**src/design/optimal_page_replacement_top_macros.svh**
```systemverilog
// assertion macros shared by the design files
// no dependencies; the assertions use clk_i and rst_ni of the including module
`ifndef OPTIMAL_PAGE_REPLACEMENT_TOP_MACROS_SVH
`define OPTIMAL_PAGE_REPLACEMENT_TOP_MACROS_SVH
`ifndef ASSERT_OFF
`define OPR_ASSERT(lbl, prop, msg) \
  lbl: assert property (@(posedge clk_i) disable iff (!rst_ni) prop) else $error(msg);
`define OPR_ASSERT_NEVER(lbl, cond, msg) `OPR_ASSERT(lbl, !(cond), msg)
`else
`define OPR_ASSERT(lbl, prop, msg)
`define OPR_ASSERT_NEVER(lbl, cond, msg)
`endif
`endif

```
**src/design/opr_pkg.sv**
```systemverilog
// constants and defaults for the optimal page replacement block
// no dependencies
package opr_pkg;

  localparam int MaxRefsDef   = 32;
  localparam int MaxFramesDef = 8;
  localparam int PageBitsDef  = 16;

  localparam int PageW  = 16;
  localparam int CntW   = 6;
  localparam int FcW    = 4;

  localparam int CfgAddrW = 3;
  localparam int CfgDataW = 32;

  localparam logic [FcW-1:0] FrameCountReset = 4'd4;
  localparam logic [0:0]     RegFrameCount   = 1'b0;

endpackage

```
**src/design/opr_if.sv**
```systemverilog
// stream interfaces for the reference and result channels
// depends on opr_pkg
interface opr_ref_if;
  logic                       valid;
  logic                       ready;
  logic [opr_pkg::PageW-1:0]  page_number;
  logic                       last_ref;

  modport source (output valid, output page_number, output last_ref, input ready);
  modport sink   (input valid, input page_number, input last_ref, output ready);
endinterface

interface opr_res_if;
  logic                       valid;
  logic                       ready;
  logic [opr_pkg::PageW-1:0]  slot_page;
  logic                       slot_valid;
  logic [opr_pkg::CntW-1:0]   hit_count;
  logic [opr_pkg::CntW-1:0]   miss_count;
  logic                       overflow;
  logic                       last_slot;

  modport source (output valid, output slot_page, output slot_valid, output hit_count,
                  output miss_count, output overflow, output last_slot, input ready);
  modport sink   (input valid, input slot_page, input slot_valid, input hit_count,
                  input miss_count, input overflow, input last_slot, output ready);
endinterface

```
**src/design/optimal_page_replacement_top.sv**
```systemverilog
// optimal (belady) page replacement over a stored reference string
// depends on opr_pkg, opr_if, opr_ram and optimal_page_replacement_top_macros.svh
//
// usage:
//   in_i carries one page reference per transaction; references are stored in a
//   ram of MAX_REFS entries at one per cycle. references past capacity are dropped
//   and set the overflow flag. the transaction with last_ref set starts the run.
//   the run uses frame_count frames (apb register at byte 0, reset 4, clamped to
//   1..MAX_FRAMES, sampled with the last reference).
//   out_o then delivers one transaction per frame, frame 0 first, last_slot on the
//   final one. in_i is not ready while a run is in progress.
//   after the last reference, each stored reference is fetched from the ram and
//   compared against all frames in parallel; each eviction then scans every later
//   reference with one ram read each, and the results for each frame follow;
//   the scan is serial, set by the single read port of the reference ram.
//   a stalled receiver holds the output register; results advance one per cycle
//   while out_o.ready is high. after the final result the next string is taken
//   while that result still waits.
//   reset clears the reference count and flags and sets the frame count register
//   to 4; no clearing pass runs.
`include "optimal_page_replacement_top_macros.svh"
module optimal_page_replacement_top #(
  parameter int MAX_REFS   = opr_pkg::MaxRefsDef,
  parameter int MAX_FRAMES = opr_pkg::MaxFramesDef,
  parameter int PAGE_BITS  = opr_pkg::PageBitsDef
) (
  input  logic                          clk_i,
  input  logic                          rst_ni,
  opr_ref_if.sink                       in_i,
  opr_res_if.source                     out_o,
  input  logic                          psel,
  input  logic                          penable,
  input  logic                          pwrite,
  input  logic [opr_pkg::CfgAddrW-1:0]  paddr,
  input  logic [opr_pkg::CfgDataW-1:0]  pwdata,
  output logic [opr_pkg::CfgDataW-1:0]  prdata,
  output logic                          pready
);

  localparam int RefIdxW  = $clog2(MAX_REFS);
  localparam int RefCntW  = $clog2(MAX_REFS + 1);
  localparam int FrIdxW   = (MAX_FRAMES > 1) ? $clog2(MAX_FRAMES) : 1;
  localparam int NfW      = $clog2(MAX_FRAMES + 1);
  localparam int WideBits = (PAGE_BITS > opr_pkg::PageW) ? PAGE_BITS : opr_pkg::PageW;

  typedef enum logic [2:0] {
    S_LOAD, S_FETCH, S_CMP, S_SREQ, S_SCHK, S_OUT
  } state_e;

  typedef logic [PAGE_BITS-1:0] page_t;

  state_e                   state_q;
  logic [RefCntW-1:0]       total_q, i_q, k_q;
  logic [NfW-1:0]           nf_q, j_q;
  logic [MAX_FRAMES-1:0]    vld_q, found_q;
  logic [FrIdxW-1:0]        last_q;
  logic [opr_pkg::CntW-1:0] hits_q, misses_q;
  logic                     ovf_q;
  logic [opr_pkg::FcW-1:0]  fc_q;
  logic                     out_vld_q;
  page_t                    cur_pg_q;
  page_t                    frames_q [MAX_FRAMES];

  logic [opr_pkg::PageW-1:0] slot_page_q;
  logic                      slot_valid_q, last_slot_q, ovf_out_q;
  logic [opr_pkg::CntW-1:0]  hit_out_q, miss_out_q;

  // configuration port
  logic cfg_wr, cfg_hit;
  assign pready  = 1'b1;
  assign cfg_hit = (paddr[2] == opr_pkg::RegFrameCount);
  assign cfg_wr  = psel && penable && pwrite && pready && cfg_hit;
  assign prdata  = cfg_hit ? opr_pkg::CfgDataW'(fc_q) : '0;

  // input page masked to the page width
  logic [WideBits-1:0] pg_wide;
  page_t               pg_in;
  assign pg_wide = WideBits'(in_i.page_number);
  assign pg_in   = pg_wide[PAGE_BITS-1:0];

  logic in_acc, out_acc, store_wr, load_adv;
  assign in_i.ready = (state_q == S_LOAD);
  assign in_acc     = in_i.valid && in_i.ready;
  assign out_acc    = out_o.valid && out_o.ready;
  assign store_wr   = in_acc && (total_q < RefCntW'(MAX_REFS));
  assign load_adv   = !out_vld_q || out_o.ready;

  // reference store
  logic [RefIdxW-1:0] raddr;
  page_t              rdata;
  always_comb begin
    raddr = i_q[RefIdxW-1:0];
    if (state_q == S_SREQ) begin
      raddr = k_q[RefIdxW-1:0];
    end
  end

  opr_ram #(.Width(PAGE_BITS), .Depth(MAX_REFS)) u_ref_ram (
    .clk_i   (clk_i),
    .we_i    (store_wr),
    .waddr_i (total_q[RefIdxW-1:0]),
    .wdata_i (pg_in),
    .raddr_i (raddr),
    .rdata_o (rdata)
  );

  // clamped frame count
  logic [7:0]     fc_w;
  logic [NfW-1:0] nf_new;
  always_comb begin
    fc_w = 8'(fc_q);
    if (fc_w == 8'd0) begin
      nf_new = NfW'(1);
    end else if (fc_w > 8'(MAX_FRAMES)) begin
      nf_new = NfW'(MAX_FRAMES);
    end else begin
      nf_new = NfW'(fc_w);
    end
  end

  function automatic logic [FrIdxW-1:0] lowest(input logic [MAX_FRAMES-1:0] v);
    logic [FrIdxW-1:0] r;
    r = '0;
    for (int n = MAX_FRAMES - 1; n >= 0; n--) begin
      if (v[n]) begin
        r = FrIdxW'(n);
      end
    end
    return r;
  endfunction

  function automatic logic [FrIdxW-1:0] encode(input logic [MAX_FRAMES-1:0] v);
    logic [FrIdxW-1:0] r;
    r = '0;
    for (int n = 0; n < MAX_FRAMES; n++) begin
      if (v[n]) begin
        r = r | FrIdxW'(n);
      end
    end
    return r;
  endfunction

  // frame lanes compared in parallel against the word read from the store
  logic [MAX_FRAMES-1:0] lane_use, match, empty, fresh, found_nx, unfound;
  logic                  hit, has_empty;
  logic [FrIdxW-1:0]     empty_idx, victim;
  always_comb begin
    for (int n = 0; n < MAX_FRAMES; n++) begin
      lane_use[n] = (NfW'(n) < nf_q);
      match[n]    = vld_q[n] && lane_use[n] && (frames_q[n] == rdata);
    end
    hit       = |match;
    empty     = lane_use & ~vld_q;
    has_empty = |empty;
    empty_idx = lowest(empty);
    fresh     = match & ~found_q;
    found_nx  = found_q | match;
    unfound   = lane_use & ~found_nx;
    if (|unfound) begin
      victim = lowest(unfound);
    end else if (|fresh) begin
      victim = encode(fresh);
    end else begin
      victim = last_q;
    end
  end

  logic [RefCntW-1:0] i_nx, k_nx;
  assign i_nx = i_q + RefCntW'(1);
  assign k_nx = k_q + RefCntW'(1);

  // frame replacement
  logic              fr_we;
  logic [FrIdxW-1:0] fr_idx;
  always_comb begin
    fr_we  = 1'b0;
    fr_idx = '0;
    case (state_q)
      S_CMP: begin
        if (!hit && (has_empty || i_nx == total_q)) begin
          fr_we  = 1'b1;
          fr_idx = has_empty ? empty_idx : '0;
        end
      end
      S_SCHK: begin
        if (k_nx == total_q) begin
          fr_we  = 1'b1;
          fr_idx = victim;
        end
      end
      default: ;
    endcase
  end

  logic done_ref;
  assign done_ref = fr_we || ((state_q == S_CMP) && hit);

  always_ff @(posedge clk_i or negedge rst_ni) begin
    if (!rst_ni) begin
      state_q   <= S_LOAD;
      total_q   <= '0;
      i_q       <= '0;
      k_q       <= '0;
      nf_q      <= NfW'(1);
      j_q       <= '0;
      vld_q     <= '0;
      found_q   <= '0;
      last_q    <= '0;
      hits_q    <= '0;
      misses_q  <= '0;
      ovf_q     <= 1'b0;
      fc_q      <= opr_pkg::FrameCountReset;
      out_vld_q <= 1'b0;
    end else begin
      if (cfg_wr) begin
        fc_q <= pwdata[opr_pkg::FcW-1:0];
      end
      if (out_acc && !((state_q == S_OUT) && load_adv)) begin
        out_vld_q <= 1'b0;
      end
      case (state_q)
        S_LOAD: begin
          if (in_acc) begin
            if (store_wr) begin
              total_q <= total_q + RefCntW'(1);
            end else begin
              ovf_q <= 1'b1;
            end
            if (in_i.last_ref) begin
              nf_q     <= nf_new;
              vld_q    <= '0;
              hits_q   <= '0;
              misses_q <= '0;
              i_q      <= '0;
              state_q  <= S_FETCH;
            end
          end
        end
        S_FETCH: begin
          state_q <= S_CMP;
        end
        S_CMP: begin
          if (hit) begin
            hits_q <= hits_q + opr_pkg::CntW'(1);
          end else begin
            misses_q <= misses_q + opr_pkg::CntW'(1);
            if (!has_empty && i_nx != total_q) begin
              found_q <= '0;
              k_q     <= i_nx;
              state_q <= S_SREQ;
            end
          end
        end
        S_SREQ: begin
          state_q <= S_SCHK;
        end
        S_SCHK: begin
          found_q <= found_nx;
          if (|fresh) begin
            last_q <= encode(fresh);
          end
          if (k_nx != total_q) begin
            k_q     <= k_nx;
            state_q <= S_SREQ;
          end
        end
        S_OUT: begin
          if (load_adv) begin
            out_vld_q <= 1'b1;
            if (j_q + NfW'(1) == nf_q) begin
              total_q <= '0;
              ovf_q   <= 1'b0;
              state_q <= S_LOAD;
            end else begin
              j_q <= j_q + NfW'(1);
            end
          end
        end
        default: begin
          state_q <= S_LOAD;
        end
      endcase
      if (fr_we) begin
        vld_q[fr_idx] <= 1'b1;
      end
      if (done_ref) begin
        i_q <= i_nx;
        if (i_nx == total_q) begin
          j_q     <= '0;
          state_q <= S_OUT;
        end else begin
          state_q <= S_FETCH;
        end
      end
    end
  end

  // datapath registers
  logic [WideBits-1:0] out_wide;
  assign out_wide = WideBits'(frames_q[j_q[FrIdxW-1:0]]);

  always_ff @(posedge clk_i) begin
    if (state_q == S_CMP) begin
      cur_pg_q <= rdata;
    end
    if (fr_we) begin
      frames_q[fr_idx] <= (state_q == S_CMP) ? rdata : cur_pg_q;
    end
    if ((state_q == S_OUT) && load_adv) begin
      slot_valid_q <= vld_q[j_q[FrIdxW-1:0]];
      slot_page_q  <= vld_q[j_q[FrIdxW-1:0]] ? out_wide[opr_pkg::PageW-1:0] : '0;
      hit_out_q    <= hits_q;
      miss_out_q   <= misses_q;
      ovf_out_q    <= ovf_q;
      last_slot_q  <= (j_q + NfW'(1) == nf_q);
    end
  end

  assign out_o.valid      = out_vld_q;
  assign out_o.slot_page  = slot_page_q;
  assign out_o.slot_valid = slot_valid_q;
  assign out_o.hit_count  = hit_out_q;
  assign out_o.miss_count = miss_out_q;
  assign out_o.overflow   = ovf_out_q;
  assign out_o.last_slot  = last_slot_q;

  `OPR_ASSERT_NEVER(a_vld_in_use, (state_q != S_LOAD) && ((vld_q & ~lane_use) != '0), "frame valid outside frame count")
  `OPR_ASSERT(a_count_sum, (state_q == S_FETCH) |-> (opr_pkg::CntW'(hits_q + misses_q) == opr_pkg::CntW'(i_q)), "hit and miss totals disagree with position")
  `OPR_ASSERT(a_scan_full, (state_q == S_SREQ) |-> ((vld_q & lane_use) == lane_use), "victim scan with an empty frame")
  `OPR_ASSERT(a_overflow, (in_acc && (total_q == RefCntW'(MAX_REFS))) |=> ovf_q || (state_q == S_FETCH), "dropped reference did not set overflow")

endmodule

```
**src/design/opr_ram.sv**
```systemverilog
// generic simple dual port ram with registered read
// no dependencies
module opr_ram #(
  parameter int Width = 16,
  parameter int Depth = 32
) (
  input  logic                     clk_i,
  input  logic                     we_i,
  input  logic [$clog2(Depth)-1:0] waddr_i,
  input  logic [Width-1:0]         wdata_i,
  input  logic [$clog2(Depth)-1:0] raddr_i,
  output logic [Width-1:0]         rdata_o
);

  logic [Width-1:0] mem_q [Depth];

  always_ff @(posedge clk_i) begin
    if (we_i) begin
      mem_q[waddr_i] <= wdata_i;
    end
    rdata_o <= mem_q[raddr_i];
  end

endmodule

```
**src/flat_wrapper.sv**
```systemverilog
// flat-port wrapper written by rule: the top's interface ports become plain ports
module optimal_page_replacement_top_flat 
#(
  parameter int MAX_REFS   = opr_pkg::MaxRefsDef,
  parameter int MAX_FRAMES = opr_pkg::MaxFramesDef,
  parameter int PAGE_BITS  = opr_pkg::PageBitsDef
)
  (clk_i, rst_ni, psel, penable, pwrite, paddr, pwdata, prdata, pready, in_i_valid, in_i_page_number, in_i_last_ref, in_i_ready, out_o_valid, out_o_slot_page, out_o_slot_valid, out_o_hit_count, out_o_miss_count, out_o_overflow, out_o_last_slot, out_o_ready);
  opr_ref_if in_i_i ();
  opr_res_if out_o_i ();
  input  logic clk_i;
  input  logic rst_ni;
  input  logic psel;
  input  logic penable;
  input  logic pwrite;
  input  logic [opr_pkg::CfgAddrW-1:0] paddr;
  input  logic [opr_pkg::CfgDataW-1:0] pwdata;
  output logic [opr_pkg::CfgDataW-1:0] prdata;
  output logic pready;
  input wire logic [$bits(in_i_i.valid)-1:0] in_i_valid;
  input wire logic [$bits(in_i_i.page_number)-1:0] in_i_page_number;
  input wire logic [$bits(in_i_i.last_ref)-1:0] in_i_last_ref;
  output wire logic [$bits(in_i_i.ready)-1:0] in_i_ready;
  output wire logic [$bits(out_o_i.valid)-1:0] out_o_valid;
  output wire logic [$bits(out_o_i.slot_page)-1:0] out_o_slot_page;
  output wire logic [$bits(out_o_i.slot_valid)-1:0] out_o_slot_valid;
  output wire logic [$bits(out_o_i.hit_count)-1:0] out_o_hit_count;
  output wire logic [$bits(out_o_i.miss_count)-1:0] out_o_miss_count;
  output wire logic [$bits(out_o_i.overflow)-1:0] out_o_overflow;
  output wire logic [$bits(out_o_i.last_slot)-1:0] out_o_last_slot;
  input wire logic [$bits(out_o_i.ready)-1:0] out_o_ready;
  assign in_i_i.valid = in_i_valid;
  assign in_i_i.page_number = in_i_page_number;
  assign in_i_i.last_ref = in_i_last_ref;
  assign in_i_ready = in_i_i.ready;
  assign out_o_valid = out_o_i.valid;
  assign out_o_slot_page = out_o_i.slot_page;
  assign out_o_slot_valid = out_o_i.slot_valid;
  assign out_o_hit_count = out_o_i.hit_count;
  assign out_o_miss_count = out_o_i.miss_count;
  assign out_o_overflow = out_o_i.overflow;
  assign out_o_last_slot = out_o_i.last_slot;
  assign out_o_i.ready = out_o_ready;
  optimal_page_replacement_top #(.MAX_REFS(MAX_REFS), .MAX_FRAMES(MAX_FRAMES), .PAGE_BITS(PAGE_BITS)) u_core (.clk_i(clk_i), .rst_ni(rst_ni), .in_i(in_i_i), .out_o(out_o_i), .psel(psel), .penable(penable), .pwrite(pwrite), .paddr(paddr), .pwdata(pwdata), .prdata(prdata), .pready(pready));
endmodule
```
**config.mk**
```make
export PLATFORM = sky130hd
export DESIGN_NAME = optimal_page_replacement_top_flat
export DESIGN_NICKNAME = d
export VERILOG_FILES = /design/src/design/opr_pkg.sv /design/src/design/opr_if.sv /design/src/design/optimal_page_replacement_top.sv /design/src/design/opr_ram.sv /design/src/flat_wrapper.sv
export VERILOG_INCLUDE_DIRS = /design/src /design/src/design
export SDC_FILE = /design/constraint.sdc
export NUM_CORES = 1
export LEC_CHECK = 0
export BUFFER_PORTS_ARGS = -buffer_cell sky130_fd_sc_hd__buf_2
export CAP_MARGIN = 5
export CORE_UTILIZATION = 55
export DETAILED_ROUTE_END_ITERATION = 7
export GPL_ROUTABILITY_DRIVEN = 0
export PLACE_DENSITY_LB_ADDON = 0.08
export SYNTH_ARGS = -nofsm -noshare
export SYNTH_HDL_FRONTEND = slang
export SYNTH_SLANG_ARGS = --single-unit
```
**constraint.sdc**
```tcl
create_clock -name clk_i -period 4.4 [get_ports clk_i]
set_clock_uncertainty 0.1 [all_clocks]
set_input_delay 0.88 -clock clk_i [delete_from_list [all_inputs] [get_ports clk_i]]
set_output_delay 0.88 -clock clk_i [all_outputs]
set_load 0.01 [all_outputs]
```
==> metrics.txt, run 1 <==
Detailed Place HPWL=46.3 mm; DRT Wirelength=74.6 mm; pin count of the biggest net entering global routing=71; post-synthesis sequential area ratio=69.6%; drt drc=0; filler cell count=4,133; Setup Fix Bufs, Post-CTS=0; Yosys reg bits=between 700 and 800; CTS Buf Count=80; Yosys warnings=0; Area Growth Syn to Fin=13.0%; CTS sink count=769; Core ar.=0.0578 mm2; Post-Syn Area=0.0322 mm2; Root Driver=clkbuf_16; cell count of the worst reg-to-reg path=9; TritonCTS clock tree=built; Synth Instances=1,981; min setup slack post-route=approximately 0.27 ns; EDFF count, synth=approximately 670; DR iter-0 viols=1,581; Resize count post-CTS=0; Hold Path Class=in2async; die height=244 um; critical path fanouts, max=16; final worst path period share=93.9%; GRT overflow=0; syn avg cell area=about 16 um2; H-tree Lvls=3; routed len/inst=25.4 um; worst path arrival time=between 4 and 5 ns; Slowest Stage Delay on Critical Path=0.77 ns; CP required=4.62 ns; hold slack=0.182 ns; final setup fails=0; Primary FF master, synth=edfxtp_1; count of buffers from port buffering=65; leakage power=12.6 nW; fin. max-slew vios=0; Final Hold Vio Count=0; CP Cell Sequence=nor4_1, nor3_1, nand3_1, nor2_1, nor4_2, and3_1, a32oi_2, nor4_2, buf_12; PwrDens=~670 mW/mm2; VDD IR-drop max=0.000765 V; crit path max-delay cell type=nor4_1; number of global-route vias before repair=17,800; Max Root-Sink Buffers=3; Async S/R FF share, synth=~8.6%; layout cells sized above 1=21.8%; cell taking the most area after synthesis=edfxtp_1; Die ar.=0.0596 mm2; Crit Path Class=reg2reg; setup TNS=0 ns; synth unique cells=72; Die W=244 um; Antenna Cells=0; post-route total power=24.5 mW; Synth area leaders=edfxtp_1, mux4_2, dfrtp_1; initial core utilization=55.8%; status=finished, final reports clean; capturing point of the worst reg2reg path=u_core.frames_q[2][6]; max-cap violations=0; first drt pass iteration count=7; Setup crit start=u_core.nf_q[0]; Worst-Skew Late Latency=0.63 ns; r2r setup slk=0.27 ns; total number of vias=17,400; CP endpoint kind=flip-flop; Final min period=4.13 ns; Max-slew headroom=40.8%; first-pass GRT wire length=112 mm; I/O pins=around 130; ANT nets after route=0; area fraction of the dominant cell type after synthesis=62.5%; Hold-fix buffers, CTS=0; initial antenna violation count=0; overall routing resource usage=25.8%; RSZ-0062 raised after global routing=no; FP Rows=88; startpoint types=flip-flop; Reg2Reg Launch Point=u_core.nf_q[0]; register clock-pin slew on the reported worst setup and hold paths=0.06 ns; pre-CTS WS=0.315 ns; Fmax achieved=242 MHz; dominant cell type by count on the critical path=nor4_2; Via density=5.93; Final Net Count=2,174; Worst Tran Pin Value=0.869 ns
cells by family after synthesis:
kind of cell               share of synthesized area, %
adders and majority gates                         0.349
other                                            0.0233
and+or+nand+nor                                    8.20
xor gates and xnor gates                           4.54
muxes                                              12.3
DFF                                                69.6
AOI/OAI and AO/OA                                  2.57
buffers and inverters                              2.40
worst max-delay path by stage:
stage / endpoint / slack, ns / cells after the start
2_1_floorplan: u_core.frames_q[2][0] / 0.03 / 10
3_3_place_gp: u_core.frames_q[2][9] / 0.40 / 9
3_5_place_dp: u_core.frames_q[2][9] / 0.31 / 9
4_1_cts: u_core.frames_q[2][5] / 0.28 / 9
5_1_grt: u_core.frames_q[2][6] / 0.07 / 9
6_report: u_core.frames_q[2][6] / 0.27 / 9
report_power, final:
part           total [mW]  switching, mW  internal (mW)
registers            9.58          0.663           8.92
clock network        6.64           2.75           3.89
logic                8.25           4.92           3.33
total                24.5           8.34           16.1
placed cells by master, fill, tap and decap left out, types with 11 or more instances in the layout:
| master | n |
|---|---|
| xor2_1 | 107 |
| xnor2_1 | 55 |
| mux4_2 | 162 |
| a21oi_1 | 27 |
| inv_1 | 15 |
| nor4_1 | 21 |
| clkbuf_1 | 25 |
| buf_12 | 13 |
| dfxtp_1 | 32 |
| buf_4 | 72 |
| nand2_1 | 239 |
| nand3_1 | 105 |
| mux2i_1 | 21 |
| nor3_1 | 17 |
| clkbuf_16 | 82 |
| edfxtp_1 | 671 |
| dfrtp_1 | 63 |
| buf_2 | 65 |
| nand4_1 | 17 |
| o21ai_0 | 43 |
| clkinv_1 | 13 |
| nor2_1 | 97 |
| conb_1 | 29 |
| clkinv_2 | 11 |
metrics by stage:
step | area (um2) | util, % | std cells
floorplan | 32300 | - | 2008
global placement | 33800 | 58.5 | 2789
detailed placement | 33800 | 58.5 | 2789
CTS | 36400 | 63.0 | 2937
global route | 36400 | 63.0 | 2937
finish | 36400 | 63.0 | 2937
layout make-up:
class / instances / area, um2 / area share (%)
Sequential cell: 769 / 22400 / 61.6
Multi-Input combinational cell: 1089 / 9250 / 25.4
Clock buffer: 112 / 2210 / 6.08
Timing Repair Buffer: 150 / 1130 / 3.09
Tap cell: 765 / 957 / 2.63
Clock inverter: 36 / 385 / 1.06
Inverter: 16 / 60.1 / 0.165
layer usage:
metal	global-route usage, %	wire length, um	vias up
met5	0	0	-
met4	10.7	3150	0
li1	-	-	7761
met2	42.2	36800	545
met1	34.7	30600	8938
met3	4.13	4120	165
critical path, delay by kind of cell (launching register included):
family / cells / cell delay, ns
AOI/OAI and AO/OA: 1 / 0.37
buffers and inverters: 1 / 0.23
DFF: 1 / 0.40
and+or+nand+nor: 7 / 2.71
Yosys cell counts, types with 4 or more instances:
cell type    n
nand2_1    239
or2_1        5
nand3b_1     8
o21ai_0     43
a21oi_1     28
nor2_1     102
buf_6        8
edfxtp_1   671
nor4_1      23
ha_1         9
xnor2_1     55
buf_4       31
nand4_1     17
nor3_1      23
and3_1       9
mux4_2     162
dfrtp_1     64
mux2_2       6
dfxtp_1     32
a31oi_1      4
nor2b_1      9
buf_1       10
o21ai_1      6
nor4_2       4
a32o_1       6
xor2_1     107
nand3_1    105
a21o_1       6
clkbuf_1    57
buf_2       28
inv_1       15
mux2i_1     25
and2_1       4
sequential cells by signal, indices dropped and copies added (netlist names):
register,cells
u_core.u_ref_ram.mem_q,512
u_core.frames_q,128
u_core.cur_pg_q,16
u_core.out_o.slot_page,16
u_core.u_ref_ram.rdata_o,16
u_core.found_q,8
u_core.vld_q,8
u_core.hits_q,6
u_core.i_q,6
u_core.k_q,6
u_core.misses_q,6
u_core.out_o.hit_count,6
u_core.out_o.miss_count,6
u_core.total_q,6
u_core.fc_q,4
u_core.j_q,4
u_core.nf_q,4
u_core.last_q,3
u_core.state_q,3
u_core.out_o.last_slot,1
u_core.out_o.overflow,1
u_core.out_o.slot_valid,1
u_core.out_o.valid,1
u_core.ovf_q,1
Note: power is estimated with default switching activity, not from simulation.
==> run 2, diff against run 1 <==
clock period = 3.5 ns   (was 4.4 ns; I/O delays follow)
==> run 2 against run 1 <==
  * Non-clock buffer count rose by 84
  * Setup slack got worse by 0.19 ns
  * Sequential power rose by 24%
  * Routed wire length rose by 2.0%
  * Utilization rose by 1.8 points
  * Hold slack got worse by 0.0063 ns
  * First-iteration DRC count fell by 5.1%
  * Register-to-register slack got worse by 0.19 ns
  * Count of clock-buffer cells in the layout fell by 9
  * Clock power rose by 26%
  * Via count rose by 2.0%
  * Critical endpoint is now u_core.frames_q[0][0]
  * Largest cell class unchanged
==> metrics.txt, run 2 (synthesis gave the netlist of run 1 again) <==
max-cap violations=0; Slowest Stage Delay on Critical Path=0.40 ns; Final min period=roughly 3.4 ns; die height=around 240 um; CTS sink count=769; Hold Path Class=in2async; Reg2Reg Launch Point=u_core.frames_q[5][4]; Detailed Place HPWL=47.6 mm; Root Driver=clkbuf_16; PwrDens=approximately 840 mW/mm2; most flop-heavy register=u_core.u_ref_ram.mem_q; Final Cell Area=0.0375 mm2; max reg flops=512; Antenna Cells=0; Die W=244 um; initial antenna violation count=0; initial core utilization=a little under three fifths; critical path fanouts, max=8; FP Rows=88; VDD IR-drop max=between 0.0005 and 0.0006 V; sw frac=around a third; Setup crit start=u_core.frames_q[5][4]; fin. max-slew vios=0; P_sw=10.7 mW; Non-Filler Instances=3,018; final worst path period share=97.8%; routed len/inst=25.2 um; RSZ-0062 raised after global routing=yes; DRT Wirelength=around 76 mm; dpl cells=2,865; Die ar.=0.0596 mm2; Comb power frac=35.8%; DR iter-0 viols=1,501; Fmax achieved=292 MHz; register clock-pin slew on the reported worst setup and hold paths=0.06 ns; post-route total power=31.6 mW; worst path arrival time=roughly 3.6 ns; number of global-route vias before repair=18,200; count of buffers from port buffering=65; Final Net Count=2,256; H-tree Lvls=3; most common cell after layout, fill and taps aside=edfxtp_1; Area Growth Syn to Fin=16.2%; capturing point of the worst reg2reg path=u_core.frames_q[0][0]; CP endpoint kind=flip-flop; overall routing resource usage=roughly a quarter; pin count of the biggest net entering global routing=67; Max-slew headroom=between 40 and 50%; TritonCTS clock tree=built; cell count of the worst reg-to-reg path=12; ANT nets after route=0; GRT overflow=0; leakage power=13.1 nW; power share of the sequential group=37.8%; total number of vias=17,800; drt drc=0; startpoint types=flip-flop; Max Root-Sink Buffers=3; Final Hold Vio Count=0; dominant cell type by count on the critical path=buf_4; min setup slack post-route=slightly below 0.08 ns; commonest cells after routing, fill and taps aside=edfxtp_1, nand2_1, mux4_2, buf_4, xor2_1; r2r setup slk=0.08 ns; Regs by FF count=u_core.u_ref_ram.mem_q (512), u_core.frames_q (128); I/O pins=about 130; final setup fails=0; Worst Tran Pin Value=about 0.86 ns; clock power share=between 20% and 30%; layout cells sized above 1=a little over a quarter; crit path max-delay cell type=edfxtp_1; CP required=about 3.7 ns; Worst Setup EP=u_core.frames_q[0][0]; CTS Buf Count=78; Area after DPL=about 0.035 mm2; status=finished, final reports clean; Crit Path Class=reg2reg; Core ar.=about 0.058 mm2; CP Cell Sequence=xor2_1, nor4_2, buf_4, nand3_1, nor2_4, o21ai_2, a211oi_2, nand4_1, a32o_2, nor4_4, buf_4, buf_12; Worst-Skew Late Latency=0.62 ns; first-pass GRT wire length=114 mm; Int Pwr=roughly 21 mW; pre-CTS WS=-0.0639 ns; first drt pass iteration count=5; Via density=5.88; filler cell count=4,091
run 2: changes by cell type in the layout (fill, tap and decap cells not counted), moves of 3 or more:
cell	delta
buf_12	+12
buf_4	+70
clkbuf_1	-10
clkinv_2	+9
dfxtp_1	-10
dfxtp_2	+8
nor3_1	-4
nor3_4	+3
nor4_1	-4
nor4_4	+3
run 2: final cells by class:
cell class                 instances  area (um2)  area share [%]
tap                              765         957            2.56
sequential                       769       22500            60.0
multi-input combinational       1089        9460            25.2
inverter                          16        60.1           0.160
timing repair buffer             234        1930            5.15
clock buffer                     103        2180            5.82
clock inverter                    42         415            1.11
run 2: how the worst min path moves through the flow:
stage | startpoint | endpoint | slack, ns
2_1_floorplan | rst_ni | u_core.fc_q[0] | 0.30
3_3_place_gp | u_core.misses_q[5] | u_core.out_o.miss_count[5] | 0.35
3_5_place_dp | u_core.hits_q[5] | u_core.out_o.hit_count[5] | 0.36
4_1_cts | pwdata[3] | u_core.fc_q[3] | 0.19
5_1_grt | pwdata[3] | u_core.fc_q[3] | 0.20
6_report | rst_ni | u_core.hits_q[3] | 0.18
run 2: what timing repair did:
| item | CTS | global route |
|---|---|---|
| endpoints found under the setup margin | 128 | 136 |
| hold buffers | 0 | 0 |
| gates cloned | 0 | 1 |
| buffers inserted | 0 | 7 |
| resized for setup | 10 | 41 |
| pin swaps | 1 | 14 |
run 2: power groups by stage:
stage	Sequential, mW	Clock (mW)	Combinational, mW
6_report	11.9	8.34	11.3
5_1_grt	12.0	8.83	12.1
4_1_cts	11.9	8.49	11.2
3_5_place_dp	12.1	0	11.2
3_3_place_gp	12.0	0	11.1
2_1_floorplan	11.7	0	7.20
run 2: through the flow:
stage	hold slack (ns)	TNS, ns	utilization, %
2_1_floorplan	0.304	-34.10	-
3_3_place_gp	0.354	-0.623	59.8
3_5_place_dp	0.362	-4.25	59.8
4_1_cts	0.190	0	64.3
5_1_grt	0.200	-0.766	64.8
6_report	0.175	0	64.8
run 2: layer usage:
| layer | routed length [um] | track usage (%) |
|---|---|---|
| met1 | 31200 | 35.9 |
| met2 | 38200 | 42.9 |
| met3 | 4200 | 3.49 |
| met4 | 2520 | 9.63 |
| met5 | 0 | 0 |
run 2: critical path, delay by kind of cell, from the launching register on:
family | cells | cell delay, ns
XOR/XNOR | 1 | 0.20
buffers and inverters | 3 | 0.52
flip-flops | 1 | 0.40
AND/OR/NAND/NOR | 5 | 1.12
AO/OA/AOI/OAI | 3 | 0.77
